## src/hdl/smmd_pkg.sv

```systemverilog
// Shared types and constants for the microcoded stack-machine datapath.
// Holds request/response payloads, microword layout and ALU/B-bus codes.
// No dependencies.
package smmd_pkg;

  localparam int NREG = 9;

  localparam int R_MAR = 0;
  localparam int R_MDR = 1;
  localparam int R_PC  = 2;
  localparam int R_SP  = 3;
  localparam int R_LV  = 4;
  localparam int R_CPP = 5;
  localparam int R_TOS = 6;
  localparam int R_OPC = 7;
  localparam int R_H   = 8;

  localparam int CS_DEPTH = 512;
  localparam int CS_AW    = 9;
  localparam int UW_W     = 36;

  localparam int MEM_FETCH = 0;
  localparam int MEM_READ  = 1;
  localparam int MEM_WRITE = 2;

  localparam int JAM_Z = 0;
  localparam int JAM_N = 1;
  localparam int JAM_C = 2;

  typedef enum logic [1:0] {
    REQ_LOAD_CW   = 2'd0,
    REQ_LOAD_BYTE = 2'd1,
    REQ_EXEC      = 2'd2
  } smmd_req_e;

  localparam logic [3:0] B_MDR  = 4'd0;
  localparam logic [3:0] B_PC   = 4'd1;
  localparam logic [3:0] B_MBRS = 4'd2;
  localparam logic [3:0] B_MBRU = 4'd3;
  localparam logic [3:0] B_SP   = 4'd4;
  localparam logic [3:0] B_LV   = 4'd5;
  localparam logic [3:0] B_CPP  = 4'd6;
  localparam logic [3:0] B_TOS  = 4'd7;
  localparam logic [3:0] B_OPC  = 4'd8;

  localparam logic [5:0] ALU_AND    = 6'd12;
  localparam logic [5:0] ALU_ONE    = 6'd17;
  localparam logic [5:0] ALU_MONE   = 6'd18;
  localparam logic [5:0] ALU_B      = 6'd20;
  localparam logic [5:0] ALU_H      = 6'd24;
  localparam logic [5:0] ALU_NOTH   = 6'd26;
  localparam logic [5:0] ALU_OR     = 6'd28;
  localparam logic [5:0] ALU_NOTB   = 6'd44;
  localparam logic [5:0] ALU_BINC   = 6'd53;
  localparam logic [5:0] ALU_BDEC   = 6'd54;
  localparam logic [5:0] ALU_HINC   = 6'd57;
  localparam logic [5:0] ALU_NEGH   = 6'd59;
  localparam logic [5:0] ALU_ADD    = 6'd60;
  localparam logic [5:0] ALU_ADDINC = 6'd61;
  localparam logic [5:0] ALU_SUB    = 6'd63;

  localparam logic [1:0] SH_SRA1 = 2'd1;
  localparam logic [1:0] SH_SLL8 = 2'd2;

  typedef struct packed {
    logic [8:0] next_addr;
    logic [2:0] jam;
    logic [1:0] shift;
    logic [5:0] alu;
    logic [8:0] wmask;
    logic [2:0] mem;
    logic [3:0] bsel;
  } smmd_uword_t;

  typedef logic [NREG-1:0][31:0] smmd_regs_t;

  typedef struct packed {
    logic [31:0] c;
    logic        z;
  } smmd_alu_t;

  typedef struct packed {
    logic [1:0]  req_type;
    logic [15:0] load_address;
    logic [35:0] load_data;
  } smmd_req_t;

  typedef struct packed {
    logic [8:0]  next_micro_address;
    logic [31:0] program_counter;
    logic [31:0] stack_pointer;
    logic [31:0] top_of_stack;
    logic [7:0]  fetched_byte;
    logic [31:0] c_bus_value;
    logic        zero_flag;
  } smmd_rsp_t;

endpackage

```

## src/hdl/smmd_alu.sv

```systemverilog
// B-bus select, ALU and shifter of one microinstruction.
// Depends on smmd_pkg.
module smmd_alu
  import smmd_pkg::*;
(
  input  smmd_uword_t uw_i,
  input  smmd_regs_t  regs_i,
  input  logic [7:0]  mbr_i,
  input  logic [31:0] prev_i,
  output smmd_alu_t   res_o
);

  logic [31:0] b_bus;
  logic [31:0] h;
  logic [31:0] alu_out;

  assign h = regs_i[R_H];

  always_comb begin
    case (uw_i.bsel)
      B_MDR:   b_bus = regs_i[R_MDR];
      B_PC:    b_bus = regs_i[R_PC];
      B_MBRS:  b_bus = {{24{mbr_i[7]}}, mbr_i};
      B_MBRU:  b_bus = {24'd0, mbr_i};
      B_SP:    b_bus = regs_i[R_SP];
      B_LV:    b_bus = regs_i[R_LV];
      B_CPP:   b_bus = regs_i[R_CPP];
      B_TOS:   b_bus = regs_i[R_TOS];
      B_OPC:   b_bus = regs_i[R_OPC];
      default: b_bus = '1;
    endcase
  end

  always_comb begin
    case (uw_i.alu)
      ALU_AND:    alu_out = h & b_bus;
      ALU_ONE:    alu_out = 32'd1;
      ALU_MONE:   alu_out = '1;
      ALU_B:      alu_out = b_bus;
      ALU_H:      alu_out = h;
      ALU_NOTH:   alu_out = ~h;
      ALU_OR:     alu_out = h | b_bus;
      ALU_NOTB:   alu_out = ~b_bus;
      ALU_BINC:   alu_out = b_bus + 32'd1;
      ALU_BDEC:   alu_out = b_bus - 32'd1;
      ALU_HINC:   alu_out = h + 32'd1;
      ALU_NEGH:   alu_out = 32'd0 - h;
      ALU_ADD:    alu_out = h + b_bus;
      ALU_ADDINC: alu_out = h + b_bus + 32'd1;
      ALU_SUB:    alu_out = b_bus - h;
      default:    alu_out = prev_i;
    endcase
  end

  always_comb begin
    res_o.z = (alu_out == 32'd0);
    case (uw_i.shift)
      SH_SRA1: res_o.c = {alu_out[31], alu_out[31:1]};
      SH_SLL8: res_o.c = {alu_out[23:0], 8'd0};
      default: res_o.c = alu_out;
    endcase
  end

endmodule

```

## config.mk

```make
export PLATFORM = sky130hd
export DESIGN_NAME = smmd_alu
export DESIGN_NICKNAME = d
export VERILOG_FILES = /design/src/hdl/smmd_pkg.sv /design/src/hdl/smmd_alu.sv
export SDC_FILE = /design/constraint.sdc
export NUM_CORES = 1
export LEC_CHECK = 0
export BUFFER_PORTS_ARGS = -buffer_cell sky130_fd_sc_hd__buf_2
export CELL_PAD_IN_SITES_DETAIL_PLACEMENT = 0
export CELL_PAD_IN_SITES_GLOBAL_PLACEMENT = 2
export CORE_MARGIN = 5
export CORE_UTILIZATION = 30
export DETAILED_ROUTE_END_ITERATION = 8
export PLACE_DENSITY = 0.95
export SYNTH_ARGS = -nofsm -noshare
export SYNTH_HDL_FRONTEND = slang
export SYNTH_SLANG_ARGS = --single-unit
```

## constraint.sdc

```tcl
create_clock -name vclk -period 13.1
set_input_delay 1.31 -clock vclk [all_inputs]
set_output_delay 1.31 -clock vclk [all_outputs]
set_load 0.02 [all_outputs]
```

==> metrics.txt <==
die area 42,400 µm²; Synth Area in Simple Gates 28.4%; Cell variety after synth 98; Pwr Density 47.4 nW/µm²; DP Area 13,500 µm²; DR vias 15,900; Final Hold Fails 0; Peak VDD IR 0.0000408 V; largest family of logic cells by synthesized area compound AO/OA/AOI/OAI gates; Seq/Total Area, Yosys 0%; Fmax 102 MHz; core region area 37,800 µm²; NetSw 415 µW; Congestion Overflow GR 0; Chip Height 206 µm; global-route wire length before repair 88.9 mm; vias in the first global route 14,600; Post-CTS Resized 0; Final ANT Viol Nets 0; status complete, no violations; Die X-Extent 206 µm; Post CTS Setup Buffer Count 0; # hold bufs at CTS 0; Synth Cell Area 11,500 µm²; First-pass DRT Iterations 8; Synthesized Nets 2,255; Mapped Avg Cell Area 6.43 µm²; Logic pwr share 100.0%; Detailed Route Iter0 Violations 1,787; antenna violations before repair 6; share of cells above drive strength 1 20.7%; Synth Area in Compound Gates 41.0%; HP Class primary input to output port; # nets final 2,483; Final Setup Violations 0; Critical Path Sink res_o[0]; IO buf count 341; synth warn 0; Least-Margin Pin Slew 1.20 ns; CP Launch Type primary input; average wire per standard cell 24.1 µm; max_slew headroom 19.3%; worst-path fanout max 29; unrepaired setup endpoints after global routing no; Max Cap Viol 0; critical path class primary input to output port; Area Overhead vs Synth 17.7%; post-DR vias/cell 6.28; mux share of post-synthesis cell area 5.97%; Lkg Pwr 0.00576 µW; design area 13,500 µm²; Clock Power Share 0%; gr usage total 26.5%; final WL 61.0 mm; max-slew violations 0; crit path time final 9.78 ns; Initial Util 30.5%; Core Rows 71; DP Wirelength 49.2 mm; Sequential Power Share 0%; CP Launch Point uw_i[2]; largest net degree at the start of global routing 55; CP Capture Type output port; Post-Synth Adder-Cell Area 11.1%; CP required 11.79 ns; Area contributors post-synth ha_1, a21oi_1, nor2_1, o21ai_0, mux2i_1; Ports 397; leading area contributor after synthesis ha_1; DRC viols 0; Clock Buffer Count 0; FF+latch count 0; setup TNS 0 ns; Cells after Synth 1,790; Synth Area in XOR/XNOR 6.01%; switch share 64.6%; Sequential Area 0 µm²; Int Pwr 227 µW; Worst Path Arrival 8.47 ns; top cell type's share of synthesized area 10.8%; Final period util 74.7%; RePlAce Congestion 0.969
-- cell type report --
| cell class | count | area [µm²] |
|---|---|---|
| Timing Repair Buffer | 365 | 1890 |
| Fill cell | 4149 | 24200 |
| Tap cell | 511 | 639 |
| Inverter | 83 | 312 |
| Multi-Input combinational cell | 1568 | 10700 |
| Antenna cell | 1 | 2.50 |
-- placed cells by master, fill, tap and decap left out, types with 24 or more instances in the layout --
cell and count:
nand4_1 30, ha_1 99, nand3_1 49, nand2_1 141, a21oi_1 137, nor3_1 61
mux2i_1 63, buf_4 24, a22oi_1 28, inv_1 79, nor2_1 175, a31oi_1 24
xor2_1 25, o21ai_0 131, buf_2 341, xnor2_1 54, a221oi_1 39, a21o_1 24
-- power groups by stage --
stage                     registers [µW]  clock network [µW]  logic (µW)
after floorplan                        0                   0         407
after global placement                 0                   0         613
after detailed placement               0                   0         620
after CTS                              0                   0         624
after global routing                   0           0.0000102         690
final                                  0           0.0000102         642
-- how the worst min path moves through the flow --
stage                          start         to  slack [ns]  cells after the start
final                     prev_i[24]  res_o[25]        3.17                      4
after global routing      prev_i[24]  res_o[25]        3.19                      4
after CTS                 prev_i[24]  res_o[25]        3.17                      4
after detailed placement  prev_i[24]  res_o[25]        3.17                      4
after global placement    prev_i[24]  res_o[25]        3.18                      4
after floorplan           prev_i[24]  res_o[25]        2.96                      2
-- critical path, stage by stage --
cell	delay, ns
buf_2	0.43
buf_4	0.41
nor2_1	0.20
a221o_1	0.35
a222oi_1	0.82
inv_1	0.10
ha_1	0.27
inv_1	0.09
fa_1	0.46
o21ai_0	0.20
ha_1	0.24
nand4_1	0.10
o32a_1	0.39
a31oi_4	0.20
nand3_2	0.16
or4_1	0.64
nor4_1	0.60
and4_1	0.28
o31ai_1	0.09
o21ai_0	0.20
nor4b_1	0.30
and4_1	0.24
and4_1	0.19
buf_2	0.16
-- layer usage --
layer  global-route usage, %  vias to the layer above  share of wire, %
met3                    4.24                      106                10
met4                    6.65                        6               3.0
met1                    38.2                     7490                44
li1                        -                     7317                 -
met2                    40.9                      945                42
met5                       0                        -             0.056
-- cell families after synthesis --
logic type | count (synthesis)
AOI/OAI and AO/OA | 673
and+or+nand+nor | 647
buffers and inverters | 222
adders and majority gates | 101
xor gates and xnor gates | 79
muxes | 68
-- synthesized netlist by cell type, types with 15 or more instances --
library cell	count
nor2_1	176
nand2_1	141
a21oi_1	137
o21ai_0	132
clkbuf_1	104
ha_1	99
inv_1	79
nor3_1	64
mux2i_1	63
xnor2_1	54
nand3_1	49
a221oi_1	39
nand4_1	30
a22oi_1	28
xor2_1	25
a21o_1	24
a31oi_1	24
and3_1	22
nor4_1	22
o211ai_1	22
o21a_1	22
o221ai_1	22
a2111oi_0	21
nor2b_1	21
a211oi_1	20
buf_2	20
o22ai_1	20
or3_1	18
and2_1	16
o31ai_1	15
-- stage by stage --
stage	power (µW)	utilization, %	std cells	hold WS [ns]	worst slack [ns]
finish	642	35.9	2528	3.17	3.32
global route	690	35.9	2528	3.19	2.93
CTS	624	35.9	2527	3.17	3.36
detailed placement	620	35.9	2527	3.17	3.39
global placement	613	35.9	2527	3.18	3.40
floorplan	407	-	1790	2.96	4.61
Note: power is estimated with default switching activity, not from simulation.
