## config.mk

```make
export PLATFORM = sky130hd
export DESIGN_NAME = smmd_mod
export DESIGN_NICKNAME = d
export VERILOG_FILES = /design/src/hdl/smmd_pkg.sv /design/src/hdl/smmd_mod.sv
export SDC_FILE = /design/constraint.sdc
export NUM_CORES = 1
export LEC_CHECK = 0
export ABC_AREA = 1
export BUFFER_PORTS_ARGS = -buffer_cell sky130_fd_sc_hd__buf_2
export CORE_UTILIZATION = 39
export CTS_CLUSTER_DIAMETER = 80
export DETAILED_ROUTE_END_ITERATION = 7
export PLACE_DENSITY = 0.71
export SLEW_MARGIN = 20
export SYNTH_ARGS = -nofsm -noshare
export SYNTH_HDL_FRONTEND = slang
export SYNTH_SLANG_ARGS = --single-unit
```

## constraint.sdc

```tcl
create_clock -name clk_i -period 1.3 [get_ports clk_i]
set_input_delay 0.26 -clock clk_i [delete_from_list [all_inputs] [get_ports clk_i]]
set_output_delay 0.26 -clock clk_i [all_outputs]
set_load 0.005 [all_outputs]
```

## src/hdl/smmd_pkg.sv

```systemverilog
// Shared types and constants for the microcoded stack-machine datapath.
// Holds request/response payloads, microword layout and ALU/B-bus codes.
// No dependencies.
package smmd_pkg;

  localparam int NREG = 9;

  localparam int R_MAR = 0;
  localparam int R_MDR = 1;
  localparam int R_PC  = 2;
  localparam int R_SP  = 3;
  localparam int R_LV  = 4;
  localparam int R_CPP = 5;
  localparam int R_TOS = 6;
  localparam int R_OPC = 7;
  localparam int R_H   = 8;

  localparam int CS_DEPTH = 512;
  localparam int CS_AW    = 9;
  localparam int UW_W     = 36;

  localparam int MEM_FETCH = 0;
  localparam int MEM_READ  = 1;
  localparam int MEM_WRITE = 2;

  localparam int JAM_Z = 0;
  localparam int JAM_N = 1;
  localparam int JAM_C = 2;

  typedef enum logic [1:0] {
    REQ_LOAD_CW   = 2'd0,
    REQ_LOAD_BYTE = 2'd1,
    REQ_EXEC      = 2'd2
  } smmd_req_e;

  localparam logic [3:0] B_MDR  = 4'd0;
  localparam logic [3:0] B_PC   = 4'd1;
  localparam logic [3:0] B_MBRS = 4'd2;
  localparam logic [3:0] B_MBRU = 4'd3;
  localparam logic [3:0] B_SP   = 4'd4;
  localparam logic [3:0] B_LV   = 4'd5;
  localparam logic [3:0] B_CPP  = 4'd6;
  localparam logic [3:0] B_TOS  = 4'd7;
  localparam logic [3:0] B_OPC  = 4'd8;

  localparam logic [5:0] ALU_AND    = 6'd12;
  localparam logic [5:0] ALU_ONE    = 6'd17;
  localparam logic [5:0] ALU_MONE   = 6'd18;
  localparam logic [5:0] ALU_B      = 6'd20;
  localparam logic [5:0] ALU_H      = 6'd24;
  localparam logic [5:0] ALU_NOTH   = 6'd26;
  localparam logic [5:0] ALU_OR     = 6'd28;
  localparam logic [5:0] ALU_NOTB   = 6'd44;
  localparam logic [5:0] ALU_BINC   = 6'd53;
  localparam logic [5:0] ALU_BDEC   = 6'd54;
  localparam logic [5:0] ALU_HINC   = 6'd57;
  localparam logic [5:0] ALU_NEGH   = 6'd59;
  localparam logic [5:0] ALU_ADD    = 6'd60;
  localparam logic [5:0] ALU_ADDINC = 6'd61;
  localparam logic [5:0] ALU_SUB    = 6'd63;

  localparam logic [1:0] SH_SRA1 = 2'd1;
  localparam logic [1:0] SH_SLL8 = 2'd2;

  typedef struct packed {
    logic [8:0] next_addr;
    logic [2:0] jam;
    logic [1:0] shift;
    logic [5:0] alu;
    logic [8:0] wmask;
    logic [2:0] mem;
    logic [3:0] bsel;
  } smmd_uword_t;

  typedef logic [NREG-1:0][31:0] smmd_regs_t;

  typedef struct packed {
    logic [31:0] c;
    logic        z;
  } smmd_alu_t;

  typedef struct packed {
    logic [1:0]  req_type;
    logic [15:0] load_address;
    logic [35:0] load_data;
  } smmd_req_t;

  typedef struct packed {
    logic [8:0]  next_micro_address;
    logic [31:0] program_counter;
    logic [31:0] stack_pointer;
    logic [31:0] top_of_stack;
    logic [7:0]  fetched_byte;
    logic [31:0] c_bus_value;
    logic        zero_flag;
  } smmd_rsp_t;

endpackage

```

## src/hdl/smmd_mod.sv

```systemverilog
// Reduction of a 32-bit byte address modulo the memory size.
// Reciprocal multiply for the quotient, then subtract and one correction step.
// Depends on smmd_pkg.
module smmd_mod
  import smmd_pkg::*;
#(
  parameter int MEM_BYTES = 65536
) (
  input  logic                         clk_i,
  input  logic                         rst_ni,
  input  logic                         start_i,
  input  logic [31:0]                  value_i,
  output logic                         done_o,
  output logic [$clog2(MEM_BYTES)-1:0] rem_o
);

  localparam int AW = $clog2(MEM_BYTES);
  localparam logic [31:0] MOD_C   = 32'(MEM_BYTES);
  localparam logic [31:0] RECIP_C = 32'(64'h1_0000_0000 / 64'(MEM_BYTES));

  typedef enum logic [1:0] {
    PH_IDLE, PH_QUOT, PH_SUB, PH_FIX
  } phase_e;

  phase_e      phase_q;
  logic        done_q;
  logic [31:0] x_q;
  logic [31:0] q_q;
  logic [63:0] prod;
  logic [31:0] qm;

  assign prod = {32'd0, x_q} * {32'd0, RECIP_C};
  assign qm   = q_q * MOD_C;

  always_ff @(posedge clk_i or negedge rst_ni) begin
    if (!rst_ni) begin
      phase_q <= PH_IDLE;
      done_q  <= 1'b0;
      x_q     <= '0;
      q_q     <= '0;
    end else begin
      done_q <= (phase_q == PH_FIX) && !start_i;
      if (start_i) begin
        x_q     <= value_i;
        phase_q <= PH_QUOT;
      end else begin
        case (phase_q)
          PH_QUOT: begin
            q_q     <= prod[63:32];
            phase_q <= PH_SUB;
          end
          PH_SUB: begin
            x_q     <= x_q - qm;
            phase_q <= PH_FIX;
          end
          PH_FIX: begin
            if (x_q >= MOD_C) begin
              x_q <= x_q - MOD_C;
            end
            phase_q <= PH_IDLE;
          end
          default: phase_q <= PH_IDLE;
        endcase
      end
    end
  end

  assign done_o = done_q;
  assign rem_o  = x_q[AW-1:0];

endmodule

```

==> impl_metrics.toml, run 1 <==
[route]
drt_pre_antenna_iters = 2
route.final.wire_length_um = 1340
detail_route.wl_per_cell_um = 9.28
drt-vias-per-instance = 4.13
drt-initial-drc-count = 4
post-route-drc-count = 0
antenna_violating_nets_post_route = 0
dr_total_vias = 594

[power]
powerDensity_nw_per_um2 = 1150
total_power_mw = 1.11
ir_worst_vdd_mv = 0.663
power.leakage_nw = 0.567

[timing]
final.period_utilization = 0.821
timing_hold_violations_final = 0
setup_viol = 0
max_slew_margin = 0.724
setup-tns-final_ns = 0
final.hold.worst_slack_ns = 0.166
tightest_slew_ns = 0.414
grt_setup_unrepaired = "no"
layout_setup_ws_ns = 0.233
drv_slew = 0
period_minus_slack_ns = 1.07
skew_ns = 0.000393
max_freq_ghz = 0.937

[global_route]
grt_start_max_net_pins = 22
grt_use_total = 0.134
global_route_wire_length_before_repair_um = 2410
grt_pass1_vias = 585
grt_antenna_before_repair = 0
globalRouteOverflowTotal = 0

[final_layout]
area.growth.synth_to_final_pct = 11.2
layout.cells.non_filler = 144
num-fill-cells = 207
finalCoreUtilization = 0.476
antennaDiodeCount = 0
finalInstanceArea_um2 = 972
nets_finish = 155
drive_above_1_share = 0.333

[clocking]
cts_hold_buf = 1
cts_num_sinks = 19
clk_latency_ns = 0.29
post_cts.repair.setup_buffers = 0
clock_tree.root_cell = "sky130_fd_sc_hd__clkbuf_4"
clkSlewWorstSetupHoldPaths_ns = 0.10
cts_resized = 0
clock_tree_from_tritoncts = "done"
cts_htree_levels = 1
cts_inserted_buffers = 3
cts_buffer_depth = 2

[logic_synthesis]
synth-warning-count = 0
synth_top_area_cell = "sky130_fd_sc_hd__dfrtp_1"
synth_cell_types = 10
netlist_top_cells_area = "sky130_fd_sc_hd__dfrtp_1 (54%), sky130_fd_sc_hd__buf_4 (14%), sky130_fd_sc_hd__nand2_1 (12%)"
synth_top_area_frac = 0.544
post-synth-top-count-cell = "sky130_fd_sc_hd__nand2_1"
syn-cell-area_um2 = 875
synthTopCellsByCount = "sky130_fd_sc_hd__nand2_1 (29), sky130_fd_sc_hd__dfrtp_1 (19), sky130_fd_sc_hd__buf_4 (16)"
post_synth_inst_count = 100
postSynth.topFlopCell = "sky130_fd_sc_hd__dfrtp_1"
postSynth.asyncResetShare = 1.00
ys_seq_area_frac = 0.544
ys_ff_latch = 19
number_of_flops_mapped_to_enable_cells_by_yosys = 0
syn-mean-instance-area_um2 = 8.75
syn-num-nets = 137

[setup_path]
cp-start-kind = "flip-flop"
critPathMaxFanout = 2
dominant_delay_contributor_by_cell_family_on_the_critical_path = "flip-flops"
endpoint_kind = "output port"
worst-endpoint-required_ns = 1.04
timing.critical_path.cells = "buf_2"
cpMaxStageDelayCell = "sky130_fd_sc_hd__dfrtp_1"
worst_ep_arrival_time_ns = 0.81
worstPathBufferInverterCount = 1
timing_worst_setup_path_type = "flip-flop to output port"
critical-path-max-stage-delay_ns = 0.39

[floorplanning]
design.portCount = 52
start_util = 0.428
fp.dieH_um = 49.4
die_w_um = 49.4
std_cell_rows = 16
core_area_um2 = 2040
die_area_um2 = 2440

[placement]
dp.final_hpwl_um = 977
dp_slack_ns = 0.314
gpl.final_weighted_congestion = 0.632
dp.cells = 139
buffer_ports.inserted = 35
placed_area_um2 = 936

[status]
outcome = "complete, no violations"

[run]
drv.max_cap_violation_count = 0

[hold_path]
timing.hold.worst.class = "input port to flip-flop"
-- final cells by class --
class / instances / area (µm²) / area share
tap: 27 / 33.8 / 0.0347
inverter: 14 / 52.6 / 0.0541
sequential: 19 / 475 / 0.489
timing repair buffer: 37 / 193 / 0.198
clock buffer: 4 / 26.3 / 0.0270
multi-input combinational: 43 / 191 / 0.197
-- path summary, 6_finish.rpt --
path	startpoint	endpoint	slack, ns	depth (start not counted)
setup / recovery	x_q[4]	rem_o[4]	0.23	1
hold / removal	value_i[12]	x_q[12]	0.17	3
setup reg to reg	phase_q[0]	phase_q[1]	0.46	3
hold reg to reg	x_q[12]	x_q[12]	0.47	2
max in group asynchronous	rst_ni	x_q[0]	0.58	2
min in group asynchronous	rst_ni	x_q[3]	0.43	2
-- power by group --
part           internal (mW)  switching [mW]  leakage [nW]
clock                  0.119           0.165        0.0150
combinational         0.0783          0.0828         0.320
sequential             0.643          0.0259         0.232
-- layout by cell type (no fill, tap or decap), drive strengths merged --
cell type | netlist | routed
buf | 20 | 36
nand2 | 29 | 29
dfrtp | 19 | 19
inv | 13 | 13
o21ai | 10 | 10
clkbuf | 4 | 4
nor2 | 2 | 2
ha | 2 | 2
clkinv | 1 | 1
dlygate4sd3 | 0 | 1
-- sequential cells by signal (all words and copies together), names as in the netlist --
name and flops:
phase_q 2, x_q 16, done_o 1
-- layer usage --
| metal | wire [µm] | global-route usage |
|---|---|---|
| met5 | 0 | 0 |
| met1 | 647 | 0.156 |
| met2 | 583 | 0.221 |
| met3 | 106 | 0.0343 |
| met4 | 0 | 0.0735 |
-- kinds of logic (layout without fill, tap and decap cells) --
| kind of cell | after synthesis | count (layout) | synth area share |
|---|---|---|---|
| buffers and inverters | 38 | 55 | 0.237 |
| AND/OR/NAND/NOR | 31 | 31 | 0.133 |
| flip-flops | 19 | 19 | 0.544 |
| AO/OA/AOI/OAI | 10 | 10 | 0.0572 |
| adder cells (fa/ha/maj) | 2 | 2 | 0.0286 |
(Power assumes the default switching activity.)
==> run 2: changes to the inputs <==
--- a/config.mk
+++ b/config.mk
@@ -7,10 +7,10 @@
 export LEC_CHECK = 0
 export ABC_AREA = 1
 export BUFFER_PORTS_ARGS = -buffer_cell sky130_fd_sc_hd__buf_2
-export CORE_UTILIZATION = 39
+export CORE_UTILIZATION = 35
 export CTS_CLUSTER_DIAMETER = 80
 export DETAILED_ROUTE_END_ITERATION = 7
-export PLACE_DENSITY = 0.71
+export PLACE_DENSITY = 0.67
 export SLEW_MARGIN = 20
 export SYNTH_ARGS = -nofsm -noshare
 export SYNTH_HDL_FRONTEND = slang
==> constraint.sdc (replaced) <==
create_clock -name clk_i -period 0.9 [get_ports clk_i]
set_input_delay 0.18 -clock clk_i [delete_from_list [all_inputs] [get_ports clk_i]]
set_output_delay 0.18 -clock clk_i [all_outputs]
set_load 0.005 [all_outputs]
==> run 2 against run 1 <==
  * Die area up 11%
  * Combinational power up 70%
  * Clock skew up 0.0065 ns
  * Final area up 5.1%
  * Largest power group unchanged
  * Flip-flop and latch count unchanged
  * Register-to-register slack worse by 0.43 ns
  * Sequential share of layout area down 2.4 points
  * Critical path depth unchanged
  * The run now ends with negative setup slack left
  * Cell count up 4.9%
  * Via count up 7.1%
  * Critical path type unchanged
==> impl_metrics.toml, run 2 (synthesis gave the netlist of run 1 again) <==
[power]
netSwitchingPower_uw = 420
ir_worst_vdd_mv = 0.828
powerDensity_nw_per_um2 = 1620
power.share.sequential = 0.584
sw_frac_of_total = 0.253
cellInternalPower_mw = 1.24
power.clock.fraction = 0.251
power_frac_comb = 0.165
power.leakage_nw = 0.598

[global_route]
globalRouteOverflowTotal = 0
grt_use_total = 0.124
global_route_wire_length_before_repair_um = 2440
groute.layer.met3.usage = 0.0322
gr-max-usage-layer = "met2"
grt_pass1_vias = 599
grt_util_met1 = 0.140
grt_antenna_before_repair = 0
grt_start_max_net_pins = 22
grt.met2_usage = 0.218

[floorplanning]
die_area_um2 = 2700
fp.dieH_um = 52.0
std_cell_rows = 17
start_util = 0.384
die_w_um = 52.0
core_area_um2 = 2280
design.portCount = 52

[timing]
max_freq_ghz = 0.999
period_minus_slack_ns = 1.00
setup_viol = 17
final.period_utilization = 1.11
layout_setup_ws_ns = -0.101
max_slew_margin = 0.719
grt_setup_unrepaired = "yes"
final.hold.worst_slack_ns = 0.0867
skew_ns = 0.00688
tightest_slew_ns = 0.421
timing_hold_violations_final = 0
drv_slew = 0

[setup_path]
worstPathBufferInverterCount = 1
worst_ep_arrival_time_ns = 0.82
cp-start-kind = "flip-flop"
critical-path-max-stage-delay_ns = 0.40
dominant_delay_contributor_by_cell_family_on_the_critical_path = "flip-flops"
worst-endpoint-required_ns = 0.72
timing_worst_setup_path_type = "flip-flop to output port"
timing.critical_path.cells = "buf_2"
critPathMaxFanout = 2
r2r_setup_slack_ns = 0.03
endpoint_kind = "output port"
cpMaxStageDelayCell = "sky130_fd_sc_hd__dfrtp_1"

[placement]
dp.cells = 141
dp_slack_ns = 0.0316
gpl.final_weighted_congestion = 0.625
placed_area_um2 = 947
dp.final_hpwl_um = 1070
buffer_ports.inserted = 35

[clocking]
clkSlewWorstSetupHoldPaths_ns = 0.11
cts_htree_levels = 1
cts_num_sinks = 19
cts_buffer_depth = 2
clk_latency_ns = 0.29
clock_tree_from_tritoncts = "done"
clock_tree.root_cell = "sky130_fd_sc_hd__clkbuf_4"
cts_inserted_buffers = 3

[route]
post-route-drc-count = 0
drt-vias-per-instance = 4.21
drt-initial-drc-count = 5
antenna_violating_nets_post_route = 0
dr_total_vias = 636
drt_pre_antenna_iters = 4
route.final.wire_length_um = 1430
detail_route.wl_per_cell_um = 9.50

[final_layout]
max_ffs_per_register = 16
mostFrequentLayoutCell = "sky130_fd_sc_hd__buf_2"
finalInstanceArea_um2 = 1020
largest_register = "x_q"
area.growth.synth_to_final_pct = 16.9
finalCoreUtilization = 0.449
commonest_cells_after_routing_fill_and_taps_aside = "sky130_fd_sc_hd__buf_2 (35), sky130_fd_sc_hd__nand2_1 (29), sky130_fd_sc_hd__dfrtp_1 (19), sky130_fd_sc_hd__inv_1 (13), sky130_fd_sc_hd__o21ai_0 (10)"
nets_finish = 161
drive_above_1_share = 0.382
antennaDiodeCount = 0
layout.cells.non_filler = 151

[hold_path]
timing.hold.worst.class = "input port to flip-flop"

[status]
outcome = "finished with violations"
violated_checks = "negative setup slack"

[run]
drv.max_cap_violation_count = 0
## run 2: path summary, 6_finish.rpt
| check | start | endpoint | cells after the start |
|---|---|---|---|
| setup / recovery | x_q[8] | rem_o[8] | 1 |
| setup reg to reg | phase_q[1] | phase_q[1] | 2 |
| hold / removal | value_i[5] | x_q[5] | 3 |
| hold reg to reg | x_q[7] | x_q[7] | 2 |
| max in group asynchronous | rst_ni | x_q[1] | 2 |
| min in group asynchronous | rst_ni | x_q[12] | 2 |
## run 2: power groups by stage
stage	sequential [mW]	clock (mW)	combinational, mW
after floorplan	0.978	0	0.201
after global placement	0.981	0	0.231
after detailed placement	0.984	0	0.244
after CTS	0.968	0.441	0.258
after global routing	0.978	0.491	0.316
final	0.967	0.416	0.273
## run 2: cell type report
cell class	count	area, µm²
Multi-Input combinational cell	43	194
Timing Repair Buffer	43	238
Sequential cell	19	475
Inverter	14	52.6
Fill cell	234	1250
Tap cell	28	35.0
Clock inverter	1	5.00
Clock buffer	3	22.5
## run 2: timing repair
| item | in CTS | in global routing |
|---|---|---|
| hold buffers | 1 | 0 |
| pin swaps | 0 | 2 |
| endpoints found under the hold margin | 19 | 0 |
| buffers inserted | 2 | 3 |
| gates resized for setup | 0 | 0 |
| setup endpoints to repair | 17 | 18 |
## run 2: through the flow
stage | power (mW) | TNS (ns)
finish | 1.66 | -1.40
global route | 1.78 | -2.34
CTS | 1.67 | -1.66
detailed placement | 1.23 | 0
global placement | 1.21 | 0
floorplan | 1.18 | -0.0770
## run 2: per-layer routing
metal	part of all wire	wire [µm]
met5	0	0
met1	0.45	642
met3	0.070	100
met4	0	0
met2	0.48	691
==> run 3: changes to the inputs <==
--- a/config.mk
+++ b/config.mk
@@ -7,6 +7,7 @@
 export LEC_CHECK = 0
 export ABC_AREA = 1
 export BUFFER_PORTS_ARGS = -buffer_cell sky130_fd_sc_hd__buf_2
+export CORE_MARGIN = 5
 export CORE_UTILIZATION = 35
 export CTS_CLUSTER_DIAMETER = 80
 export DETAILED_ROUTE_END_ITERATION = 7
==> run 3 against run 2 <==
  * The flow still finishes with violations (negative setup slack)
  * Clock power grew 2%
  * Global-route usage fell by 3.0 points
  * Sequential power barely moved
  * Setup slack lost 0.0020 ns
  * Critical path depth stayed put
  * Count of clock-buffer cells in the layout stayed put
  * Sequential share of layout area fell by 2.3 points
  * Register-to-register slack improved by 0.02 ns
  * Die area up 33%
  * Hold slack got worse by 0.0067 ns
==> impl_metrics.toml, run 3 (synthesis gave the netlist of run 1 again) <==
[power]
power.leakage_nw = 0.627
netSwitchingPower_uw = 434
ir_worst_vdd_mv = 0.817
sw_frac_of_total = 0.256
power.clock.fraction = 0.249
powerDensity_nw_per_um2 = 1580
power_frac_comb = 0.181
cellInternalPower_mw = 1.26
power.share.sequential = 0.570
total_power_mw = 1.70

[clocking]
cts_buffer_depth = 2
clkSlewWorstSetupHoldPaths_ns = 0.11
cts_inserted_buffers = 3
cts_num_sinks = 19
cts_htree_levels = 1
clock_tree_from_tritoncts = "done"
clk_latency_ns = 0.29
cts_resized = 0
clock_tree.root_cell = "sky130_fd_sc_hd__clkbuf_4"

[final_layout]
num-fill-cells = 264
drive_above_1_share = 0.406
finalInstanceArea_um2 = 1070
finalCoreUtilization = 0.442
multi_input_comb_area_um2 = 194
commonest_cells_after_routing_fill_and_taps_aside = "sky130_fd_sc_hd__buf_2 (35), sky130_fd_sc_hd__nand2_1 (29), sky130_fd_sc_hd__dfrtp_1 (19), sky130_fd_sc_hd__inv_1 (13), sky130_fd_sc_hd__buf_4 (11)"
mostFrequentLayoutCell = "sky130_fd_sc_hd__buf_2"
largest_register = "x_q"
antennaDiodeCount = 0
area.growth.synth_to_final_pct = 22.9
nets_finish = 166
seqCellArea_um2 = 475
max_ffs_per_register = 16

[setup_path]
cpMaxStageDelayCell = "sky130_fd_sc_hd__dfrtp_1"
timing.critical_path.cells = "buf_2"
worst-endpoint-required_ns = 0.72
endpoint_kind = "output port"
critical-path-max-stage-delay_ns = 0.40
worst_ep_arrival_time_ns = 0.82
critPathMaxFanout = 2
critical_path.reg2reg.startpoint = "x_q[12]"
timing_worst_setup_path_type = "flip-flop to output port"
worstPathBufferInverterCount = 1
cp-start-kind = "flip-flop"
first_element_of_the_critical_path = "x_q[5]"
dominant_delay_contributor_by_cell_family_on_the_critical_path = "flip-flops"

[global_route]
global_route_wire_length_before_repair_um = 2480
groute.layer.met3.usage = 0.0259
grt_start_max_net_pins = 21
grt.met2_usage = 0.164
gr-max-usage-layer = "met2"
grt_use_total = 0.0940
grt_pass1_vias = 623
grt_antenna_before_repair = 0
globalRouteOverflowTotal = 0
grt_util_met1 = 0.108

[timing]
tightest_slew_ns = 0.431
layout_setup_ws_ns = -0.103
drv_slew = 0
grt_setup_unrepaired = "yes"
period_minus_slack_ns = 1.00
skew_ns = 0.00621
setup_viol = 17
max_freq_ghz = 0.997
setup-tns-final_ns = -1.48
final.period_utilization = 1.11
timing_hold_violations_final = 0
max_slew_margin = 0.713

[route]
route.final.wire_length_um = 1650
drt_pre_antenna_iters = 2
drt-vias-per-instance = 4.23
detail_route.wl_per_cell_um = 10.4
dr_total_vias = 668
drt-initial-drc-count = 23
antenna_violating_nets_post_route = 0
post-route-drc-count = 0

[floorplanning]
start_util = 0.360
core_area_um2 = 2430
std_cell_rows = 18
fp.dieH_um = 60.0
die_area_um2 = 3600
design.portCount = 52
die_w_um = 60.0

[run]
drv.max_cap_violation_count = 0

[hold_path]
timing.hold.worst.start = "value_i[6]"
timing.hold.worst.class = "input port to flip-flop"

[placement]
gpl.final_weighted_congestion = 0.689
placed_area_um2 = 962
buffer_ports.inserted = 35
dp_slack_ns = 0.0691
dp.final_hpwl_um = 1230

[status]
outcome = "finished with violations"
violated_checks = "negative setup slack"
[run 3: final timing paths]
kind	slack (ns)	to	cells after the start
max	-0.10	rem_o[5]	1
min	0.08	x_q[6]	3
max reg2reg	0.05	x_q[12]	4
min reg2reg	0.48	x_q[3]	2
max in group asynchronous	0.25	x_q[0]	2
min in group asynchronous	0.35	x_q[1]	2
[run 3: what timing repair did]
action | CTS | global route
endpoints found under the hold margin | 19 | 0
buffers inserted | 4 | 6
hold buffers | 1 | 0
endpoints found under the setup margin | 17 | 17
[run 3: per-layer routing]
metal | vias to the layer above | share of wire
li1 | 332 | -
met1 | 312 | 0.42
met2 | 24 | 0.51
met3 | 0 | 0.075
met4 | 0 | 0
met5 | - | 0
[run 3: per-stage QoR]
stage | hold WS [ns] | std cells
after floorplan | -0.116 | 100
after global placement | 0.138 | 143
after detailed placement | 0.147 | 143
after CTS | 0.0656 | 152
after global routing | 0.0644 | 158
final | 0.0800 | 158
[run 3: worst reg2reg max path, cell delays in order, from the launching register on]
cell and delay, ns:
sky130_fd_sc_hd__dfrtp_1 0.40, sky130_fd_sc_hd__buf_4 0.13, sky130_fd_sc_hd__buf_4 0.12, sky130_fd_sc_hd__nand2_1 0.06
sky130_fd_sc_hd__nand2_1 0.05
[run 3: final cells by class]
| class | instances | area share |
|---|---|---|
| clock buffer | 3 | 0.0210 |
| sequential | 19 | 0.442 |
| clock inverter | 1 | 0.00466 |
| tap | 30 | 0.0349 |
| timing repair buffer | 48 | 0.268 |
| multi-input combinational | 43 | 0.180 |
| inverter | 14 | 0.0489 |
[run 3: power by group through the flow]
stage / Sequential [mW] / Clock [mW] / Combinational [mW]
after floorplan: 0.978 / 0 / 0.201
after global placement: 0.980 / 0 / 0.242
after detailed placement: 0.986 / 0 / 0.254
after CTS: 0.970 / 0.453 / 0.281
after global routing: 0.977 / 0.500 / 0.350
final: 0.968 / 0.423 / 0.306
